==> config.mk <==
export PLATFORM = sky130hd
export DESIGN_NAME = nrt_ctrl
export DESIGN_NICKNAME = d
export VERILOG_FILES = /design/src/nrt_pkg.sv /design/src/nrt_ctrl.sv
export SDC_FILE = /design/constraint.sdc
export NUM_CORES = 1
export LEC_CHECK = 0
export ABC_AREA = 1
export ABC_CLOCK_PERIOD_IN_PS = 1600
export BUFFER_PORTS_ARGS = -buffer_cell sky130_fd_sc_hd__buf_2
export CAP_MARGIN = 30
export CORE_MARGIN = 2
export CORE_UTILIZATION = 40
export DETAILED_ROUTE_END_ITERATION = 8
export PLACE_DENSITY = 0.66
export SKIP_CTS_REPAIR_TIMING = 1
export SYNTH_ARGS = -nofsm -noshare
export SYNTH_HDL_FRONTEND = slang
export SYNTH_SLANG_ARGS = --single-unit
==> constraint.sdc <==
create_clock -name aclk -period 1.6 [get_ports aclk]
set_input_delay 0.08 -clock aclk [delete_from_list [all_inputs] [get_ports aclk]]
set_output_delay 0.08 -clock aclk [all_outputs]
set_load 0.05 [all_outputs]
==> src/nrt_pkg.sv <==
// Shared types and codes for the notification ring table.
// Used by nrt_ctrl, nrt_datapath and notification_ring_table; no dependencies.
`default_nettype none
package nrt_pkg;

    localparam logic [2:0] REQ_POST        = 3'd0;
    localparam logic [2:0] REQ_READ        = 3'd1;
    localparam logic [2:0] REQ_POP         = 3'd2;
    localparam logic [2:0] REQ_DISMISS     = 3'd3;
    localparam logic [2:0] REQ_DISMISS_ALL = 3'd4;

    localparam int IN_BITS  = 136;
    localparam int OUT_BITS = 224;

    typedef enum logic [1:0] {
        SRC_NONE = 2'd0,
        SRC_POST = 2'd1,
        SRC_MEM  = 2'd2
    } out_src_t;

    typedef struct packed {
        logic     in_ready;
        logic     post;
        logic     scan_init;
        logic     scan_step;
        logic     scan_read;
        logic     idx_clr;
        logic     idx_inc;
        logic     id_read;
        logic     dis_idx;
        logic     dis_all;
        logic     load_out;
        out_src_t out_src;
        logic     out_last;
    } nrt_cmd_t;

    typedef struct packed {
        logic [2:0] req_type;
        logic       target_zero;
        logic       scan_done;
        logic       scan_hit;
        logic       pending;
        logic       id_hit;
        logic       idx_end;
        logic       out_free;
    } nrt_sts_t;

endpackage
`default_nettype wire

==> src/nrt_ctrl.sv <==
// Request sequencer for the notification ring table.
// Depends on nrt_pkg; drives nrt_datapath through nrt_cmd_t.
`default_nettype none
module nrt_ctrl
    import nrt_pkg::*;
(
    input  wire logic     aclk,
    input  wire logic     aresetn,
    input  wire logic     s_accept,
    input  wire nrt_sts_t sts,
    output nrt_cmd_t      cmd
);

    typedef enum logic [8:0] {
        S_IDLE       = 9'b000000001,
        S_EXEC       = 9'b000000010,
        S_SCAN       = 9'b000000100,
        S_DREAD      = 9'b000001000,
        S_DCHK       = 9'b000010000,
        S_EMIT_NONE  = 9'b000100000,
        S_EMIT_POST  = 9'b001000000,
        S_EMIT_PEND  = 9'b010000000,
        S_EMIT_FINAL = 9'b100000000
    } state_t;

    state_t state_reg, state_next;

    always_ff @(posedge aclk) begin
        if (!aresetn) begin
            state_reg <= S_IDLE;
        end else begin
            state_reg <= state_next;
        end
    end

    always_comb begin
        cmd        = '0;
        cmd.out_src = SRC_NONE;
        state_next = state_reg;
        case (state_reg)
            S_IDLE: begin
                cmd.in_ready = 1'b1;
                if (s_accept) begin
                    state_next = S_EXEC;
                end
            end
            S_EXEC: begin
                case (sts.req_type)
                    REQ_POST: begin
                        cmd.post   = 1'b1;
                        state_next = S_EMIT_POST;
                    end
                    REQ_READ, REQ_POP: begin
                        cmd.scan_init = 1'b1;
                        state_next    = S_SCAN;
                    end
                    REQ_DISMISS: begin
                        if (sts.target_zero) begin
                            state_next = S_EMIT_NONE;
                        end else begin
                            cmd.idx_clr = 1'b1;
                            state_next  = S_DREAD;
                        end
                    end
                    REQ_DISMISS_ALL: begin
                        cmd.dis_all = 1'b1;
                        state_next  = S_EMIT_NONE;
                    end
                    default: begin
                        state_next = S_EMIT_NONE;
                    end
                endcase
            end
            S_SCAN: begin
                if (sts.scan_done) begin
                    state_next = sts.pending ? S_EMIT_FINAL : S_EMIT_NONE;
                end else if (sts.scan_hit && sts.pending) begin
                    state_next = S_EMIT_PEND;
                end else begin
                    cmd.scan_step = 1'b1;
                    cmd.scan_read = sts.scan_hit;
                end
            end
            S_DREAD: begin
                cmd.id_read = 1'b1;
                state_next  = S_DCHK;
            end
            S_DCHK: begin
                if (sts.id_hit) begin
                    cmd.dis_idx = 1'b1;
                    state_next  = S_EMIT_NONE;
                end else if (sts.idx_end) begin
                    state_next = S_EMIT_NONE;
                end else begin
                    cmd.idx_inc = 1'b1;
                    state_next  = S_DREAD;
                end
            end
            S_EMIT_NONE: begin
                if (sts.out_free) begin
                    cmd.load_out = 1'b1;
                    cmd.out_src  = SRC_NONE;
                    cmd.out_last = 1'b1;
                    state_next   = S_IDLE;
                end
            end
            S_EMIT_POST: begin
                if (sts.out_free) begin
                    cmd.load_out = 1'b1;
                    cmd.out_src  = SRC_POST;
                    cmd.out_last = 1'b1;
                    state_next   = S_IDLE;
                end
            end
            S_EMIT_PEND: begin
                if (sts.out_free) begin
                    cmd.load_out = 1'b1;
                    cmd.out_src  = SRC_MEM;
                    state_next   = S_SCAN;
                end
            end
            S_EMIT_FINAL: begin
                if (sts.out_free) begin
                    cmd.load_out = 1'b1;
                    cmd.out_src  = SRC_MEM;
                    cmd.out_last = 1'b1;
                    state_next   = S_IDLE;
                end
            end
            default: begin
                state_next = S_IDLE;
            end
        endcase
    end

endmodule
`default_nettype wire

==> summary.md, run 1 <==
| Metric | Value |
|---|---|
| Status | `finished, violations left` |
| Failing checks | `setup timing` |
| DRT Wirelength | `approximately 2400 um` |
| DR WL/cell | `11.7 um` |
| Register area share after synthesis | `0.233` |
| Antenna Nets Post-Route | `0` |
| DR vias | `~1000` |
| Yosys warns | `0` |
| Reg2reg start | `state_reg[7]$_SDFFE_PN0P_` |
| Die span in x | `roughly 48 um` |
| Fin nets | `a little under 200` |
| Flop2flop setup slack | `-0.04 ns` |
| Post-route DRC violation count | `0` |
| Synth unique cells | `22` |
| Area Growth Syn to Fin | `71.3%` |
| Hold Path Class | `primary input to flip-flop` |
| Final worst-path cycle share | `1.13` |
| Crit path max fanout | `6` |
| Initial antenna violation count | `0` |
| Ant. Diodes | `0` |
| FILL cells | `150` |
| Pins over their slew limit | `0` |
| R2R cell count | `12` |
| Share of layout cells above drive strength 1 | `0.572` |
| Std-Cell Rows | `15` |
| Maximum root-to-sink buffer count | `2` |
| IO Pins | `27` |
| Root Driver | `clkbuf_4` |
| Commonest non-fill, non-tap cells in the layout | `24 x inv_1, 21 x nor2_1, 16 x buf_4` |
| GRT met1 Usage | `0.219` |
| Commonest non-fill, non-tap cell in the layout | `inv_1` |
| Placer Congestion | `between 0.8 and 0.9` |
| Rel. slew slack | `0.840` |
| Pin count of the biggest net entering global routing | `8` |
| Pin slew with the least headroom to its limit | `roughly 0.24 ns` |
| Dpl hpwl | `around 1600 um` |
| Final Critical Period | `between 1.5 and 2 ns` |
| Leakage power | `about 0.00067 uW` |
| Endpoints failing setup | `13` |
| Grt met2 use | `0.371` |
| Iteration-0 DRC Markers | `35` |
| Max-cap viol count | `0` |
| Core Region | `roughly 1800 um^2` |
| Hold depth | `2` |
| VDD IR-drop max | `around 0.64 mV` |
| Power per Cell Area | `1260 nW/um^2` |
| Die area | `approximately 2300 um^2` |
| M3 GR Usage | `0.0226` |
| Most used routing layer | `met2` |
| Final Util | `0.750` |
| First-pass iteration count of the detailed router | `4` |
| Final hold vios | `0` |
| Clock Sinks | `9` |
| Net Count, Synth | `146` |
| CTS clk-pin slew, worst paths | `0.06 ns` |
| First-pass GRT wire length | `3170 um` |
| DR vias/cell | `between 4 and 5` |
| Hold path endpoint | `state_reg[0]$_SDFFE_PN1P_` |
| Max frequency | `approximately 0.55 GHz` |
| Cell Area, Synth | `slightly below 800 um^2` |
| Setup CP Type | `flip-flop to output pin` |
| RR Endpoint | `state_reg[5]$_SDFFE_PN0P_` |
| Vias in the first global route | `around 840` |
| Syn Area/Cell | `a little under 6 um^2` |
| CP startpoint kind | `flip-flop` |
| Multi-input gate area | `about 600 um^2` |
| RSZ-0062 raised after global routing | `true` |
| Global-route usage over all layers | `0.204` |
| I/O Buffers | `26` |
| Grt ovf | `0` |
| Worst hold start | `aresetn` |
| Synthesized instance count | `roughly 130` |
| Critical path required time | `about 1.5 ns` |
| Die Span Y | `47.9 um` |
| Crit path DAT | `1.73 ns` |
| Largest register FFs | `9` |
| Register Area | `around 200 um^2` |
| Worst skew pair latency | `roughly 0.28 ns` |
| PnR worst setup slack | `-0.210 ns` |
| CP Capture Type | `output pin` |
| Num CTS Buffers | `3` |
| CTS tree | `yes` |
| Hold slack | `just under 0.07 ns` |
| H-tree Lvls | `1` |
| Dpl ws | `slightly below 0.06 ns` |
| Synth Register Bits | `9` |
| Initial Utilization | `0.438` |
| Fin Clk Skew | `around 0.00048 ns` |
==> Yosys cell counts, drive strengths merged <==
master / instances / share of area
nor2: 41 / 0.24
inv: 31 / 0.15
nand2: 19 / 0.12
nand3: 19 / 0.14
dfxtp: 9 / 0.23
o21ai: 4 / 0.026
nor3: 2 / 0.019
nor4: 2 / 0.016
a21oi: 1 / 0.0065
and3: 1 / 0.0081
nand4: 1 / 0.0081
o22ai: 1 / 0.0081
o31ai: 1 / 0.0097
or2: 1 / 0.0081
==> per-layer routing <==
metal,vias to the layer above,routed length [um]
met5,-,0
met4,0,57
met3,5,108
met2,34,1280
met1,457,944
li1,510,-
==> power breakdown <==
part / internal [uW] / leakage, uW / switching (uW)
clock network: 96.8 / 0.0000150 / 90.0
logic: 412 / 0.000573 / 716
registers: 284 / 0.0000777 / 64.9
total: 793 / 0.000665 / 871
==> stage by stage <==
step	cells	total power, uW	TNS, ns	instance area (um^2)
floorplan	133	988	-0.341	792
global placement	186	1160	0	968
detailed placement	186	1170	0	968
CTS	190	1360	-1.74	995
global route	205	1790	-2.65	1320
finish	205	1660	-1.32	1320
==> worst max path at each step <==
stage,start,to,slack (ns),cells after the start
2_1_floorplan,state_reg[2]$_SDFFE_PN0P_,cmd[1],-0.27,7
3_3_place_gp,state_reg[2]$_SDFFE_PN0P_,state_reg[2]$_SDFFE_PN0P_,0.06,10
3_5_place_dp,state_reg[6]$_SDFFE_PN0P_,cmd[1],0.06,8
4_1_cts,state_reg[2]$_SDFFE_PN0P_,cmd[1],-0.24,8
5_1_grt,state_reg[5]$_SDFFE_PN0P_,cmd[1],-0.29,8
6_report,state_reg[5]$_SDFFE_PN0P_,cmd[1],-0.21,8
==> worst max-delay path, cell delays in order, from the launching register on <==
cell	delay, ns
dfxtp_4	0.36
nor2_4	0.21
nand3_2	0.14
nor2_2	0.16
nor2_1	0.07
nand2_2	0.10
inv_2	0.06
nor4_2	0.12
buf_4	0.23
==> final cells by class <==
type	count	share of cell area
clock buffers	4	0.0199
well taps	25	0.0237
inverters	31	0.0899
flip-flops and latches	9	0.150
repair buffers	43	0.264
multi-input cells	93	0.452
==> cells by family (layout without fill, tap and decap cells) <==
kind of cell,Yosys count,after routing,share of synthesized area
buf+inv,31,78,0.151
flops,9,9,0.233
simple gates,86,86,0.566
compound gates,7,7,0.0502
No activity file was read; power rests on OpenSTA's default activity.
==> inputs of run 2 (changes only) <==
==> constraint.sdc (replaced) <==
create_clock -name aclk -period 1.6 [get_ports aclk]
set_input_delay 0.16 -clock aclk [delete_from_list [all_inputs] [get_ports aclk]]
set_output_delay 0.16 -clock aclk [all_outputs]
set_load 0.05 [all_outputs]
==> run 2 against run 1 <==
Compared with the run above: the flow still finishes with violations (setup timing); die area unchanged; clock power about the same; maximum frequency down 0.44%; via count down 1.9%; global-route usage down 0.70 points; count of clock-buffer cells in the layout unchanged; total power down 5.8%; critical endpoint unchanged; highest routed layer unchanged.
==> summary.md, run 2 (synthesis gave the netlist of run 1 again) <==
| Metric | Value |
|---|---|
| Final hold vios | `0 (unchanged)` |
| Area after DPL | `990 um^2 (+2.2%)` |
| FILL cells | `150 (unchanged)` |
| Crit path DAT | `1.66 ns (-0.07 ns)` |
| Largest register FFs | `9 (unchanged)` |
| Commonest non-fill, non-tap cells in the layout | `26 x inv_1, 24 x nor2_1, 16 x buf_4` |
| CP peak stage delay | `0.36 ns (about the same)` |
| Most used cell, CP | `nor2_2` |
| Flop2flop setup slack | `-0.02 ns (+0.02 ns)` |
| Final worst-path cycle share | `1.14 (+0.00505)` |
| Endpoints failing setup | `14 (+1)` |
| Hold path endpoint | `state_reg[0]$_SDFFE_PN1P_` |
| Rel. slew slack | `0.835 (-0.00552)` |
| Num CTS Buffers | `3 (unchanged)` |
| Setup CP Type | `flip-flop to output pin` |
| Std-Cell Rows | `15 (unchanged)` |
| R2R cell count | `12 (unchanged)` |
| Core Region | `1760 um^2 (unchanged)` |
| Share of layout cells above drive strength 1 | `0.520 (-0.0522)` |
| Fin Clk Skew | `0.00516 ns (+0.00468 ns)` |
| Commonest non-fill, non-tap cell in the layout | `inv_1` |
| Crit path max fanout | `6 (unchanged)` |
| Power per Cell Area | `1260 nW/um^2 (-0.22%)` |
| Final Util | `0.708 (-0.0418)` |
| Pins over their slew limit | `0 (unchanged)` |
| Reg2reg start | `state_reg[7]$_SDFFE_PN0P_` |
| Maximum root-to-sink buffer count | `2 (unchanged)` |
| Max-cap viol count | `0 (unchanged)` |
| Root Driver | `clkbuf_4` |
| Pin count of the biggest net entering global routing | `8 (unchanged)` |
| Hold slack | `0.163 ns (+0.0954 ns)` |
| Initial antenna violation count | `0 (unchanged)` |
| DR vias/cell | `4.94 (+0.56%)` |
| RSZ-0062 raised after global routing | `true` |
| CTS tree | `yes` |
| H-tree Lvls | `1 (unchanged)` |
| Setup TNS | `-1.23 ns (+0.0854 ns)` |
| Hold Path Class | `primary input to flip-flop` |
| VDD IR-drop max | `0.571 mV (-10%)` |
| Fin nets | `189 (-2.6%)` |
| Area Growth Syn to Fin | `61.8%` |
| Cell chain of the critical path | `nor2_4 -> nand3_1 -> nor2_2 -> nor2_2 -> nand2_2 -> inv_1 -> nor4_4 -> buf_6` |
| Clock Sinks | `9 (unchanged)` |
| RR Endpoint | `state_reg[6]$_SDFFE_PN0P_` |
| Dpl hpwl | `1720 um (+6.3%)` |
| Final Critical Period | `1.82 ns (+0.00808 ns)` |
| Initial Utilization | `0.438 (unchanged)` |
| Die Span Y | `47.9 um (unchanged)` |
| I/O Buffers | `26 (unchanged)` |
| First-pass iteration count of the detailed router | `4 (unchanged)` |
| Iteration-0 DRC Markers | `37 (+5.7%)` |
| Pin slew with the least headroom to its limit | `0.248 ns (+0.00828 ns)` |
| Post-route DRC violation count | `0 (unchanged)` |
| Vias in the first global route | `774 (-7.4%)` |
| Die span in x | `47.9 um (unchanged)` |
| Worst skew pair latency | `0.27 ns (about the same)` |
| Antenna Nets Post-Route | `0 (unchanged)` |
| Worst hold start | `aresetn` |
| Die area | `2300 um^2 (unchanged)` |
| Final instance area | `1250 um^2 (-5.6%)` |
| CTS clk-pin slew, worst paths | `0.07 ns (about the same)` |
| PnR worst setup slack | `-0.218 ns (-0.00808 ns)` |
| Placer Congestion | `0.901 (+9.1%)` |
| Leakage power | `0.000646 uW (-2.9%)` |
| Ant. Diodes | `0 (unchanged)` |
| Global-route usage over all layers | `0.196 (-0.00701)` |
| CP startpoint kind | `flip-flop` |
| Failing checks | `setup timing` |
| DR vias | `987 (-1.9%)` |
| CP max-delay cell | `dfxtp_4` |
| Dpl ws | `-0.00671 ns (-0.0645 ns)` |
| CP Capture Type | `output pin` |
| Status | `finished, violations left` |
| Grt ovf | `0 (unchanged)` |
| DRT Wirelength | `2320 um (-3.1%)` |
| Max frequency | `0.550 GHz (-0.44%)` |
| DR WL/cell | `11.6 um (-0.67%)` |
| Critical path required time | `1.44 ns (-0.08 ns)` |
| Hold depth | `2 (unchanged)` |
| First-pass GRT wire length | `3070 um (-3.1%)` |
| IO Pins | `27 (unchanged)` |
run 2: cell types whose count changed in the layout (fill, tap and decap cells not counted), moves of 2 or more:
| cell | previous run | this run |
|---|---|---|
| nor2_2 | 12 | 10 |
| dfxtp_4 | 3 | 1 |
| nor2_1 | 21 | 24 |
| clkbuf_4 | 6 | 3 |
| inv_1 | 24 | 26 |
| dfxtp_2 | 6 | 8 |
run 2: worst max-delay path by stage:
stage	startpoint	to	slack, ns	depth (start not counted)
3_5_place_dp	state_reg[6]$_SDFFE_PN0P_	cmd[1]	-0.007	8
4_1_cts	state_reg[6]$_SDFFE_PN0P_	cmd[1]	-0.29	8
6_report	state_reg[5]$_SDFFE_PN0P_	cmd[1]	-0.22	8
3_3_place_gp	state_reg[6]$_SDFFE_PN0P_	cmd[9]	0.04	7
5_1_grt	state_reg[5]$_SDFFE_PN0P_	cmd[1]	-0.29	8
2_1_floorplan	state_reg[2]$_SDFFE_PN0P_	cmd[1]	-0.08	7
run 2: worst max-delay path, delay by kind of cell, from the launching register on:
| kind | cells | cell delay, ns |
|---|---|---|
| flip-flops | 1 | 0.36 |
| AND/OR/NAND/NOR | 6 | 0.76 |
| buffers and inverters | 2 | 0.26 |
run 2: cell type report:
type | instances | area (um^2) | area share
clock buffers | 4 | 26.3 | 0.0210
inverters | 31 | 116 | 0.0932
multi-input cells | 93 | 581 | 0.465
flip-flops and latches | 9 | 194 | 0.155
well taps | 25 | 31.3 | 0.0251
repair buffers | 38 | 300 | 0.240
run 2: per-layer routing:
metal,share of wire,track usage,up-vias
met5,0,0,-
met4,0.023,0.108,0
met3,0.052,0.0377,6
met2,0.52,0.344,43
met1,0.40,0.221,442
li1,-,-,496
run 2: power breakdown:
part | internal, uW | total [uW] | switching, uW
clock network | 96.7 | 187 | 90.8
registers | 283 | 348 | 64.6
logic | 362 | 1030 | 671
total | 741 | 1570 | 826
run 2: stage by stage:
stage	instances	power [uW]
after floorplan	133	1000
after CTS	191	1390
after global placement	187	1200
after global routing	200	1670
after detailed placement	187	1210
final	200	1570
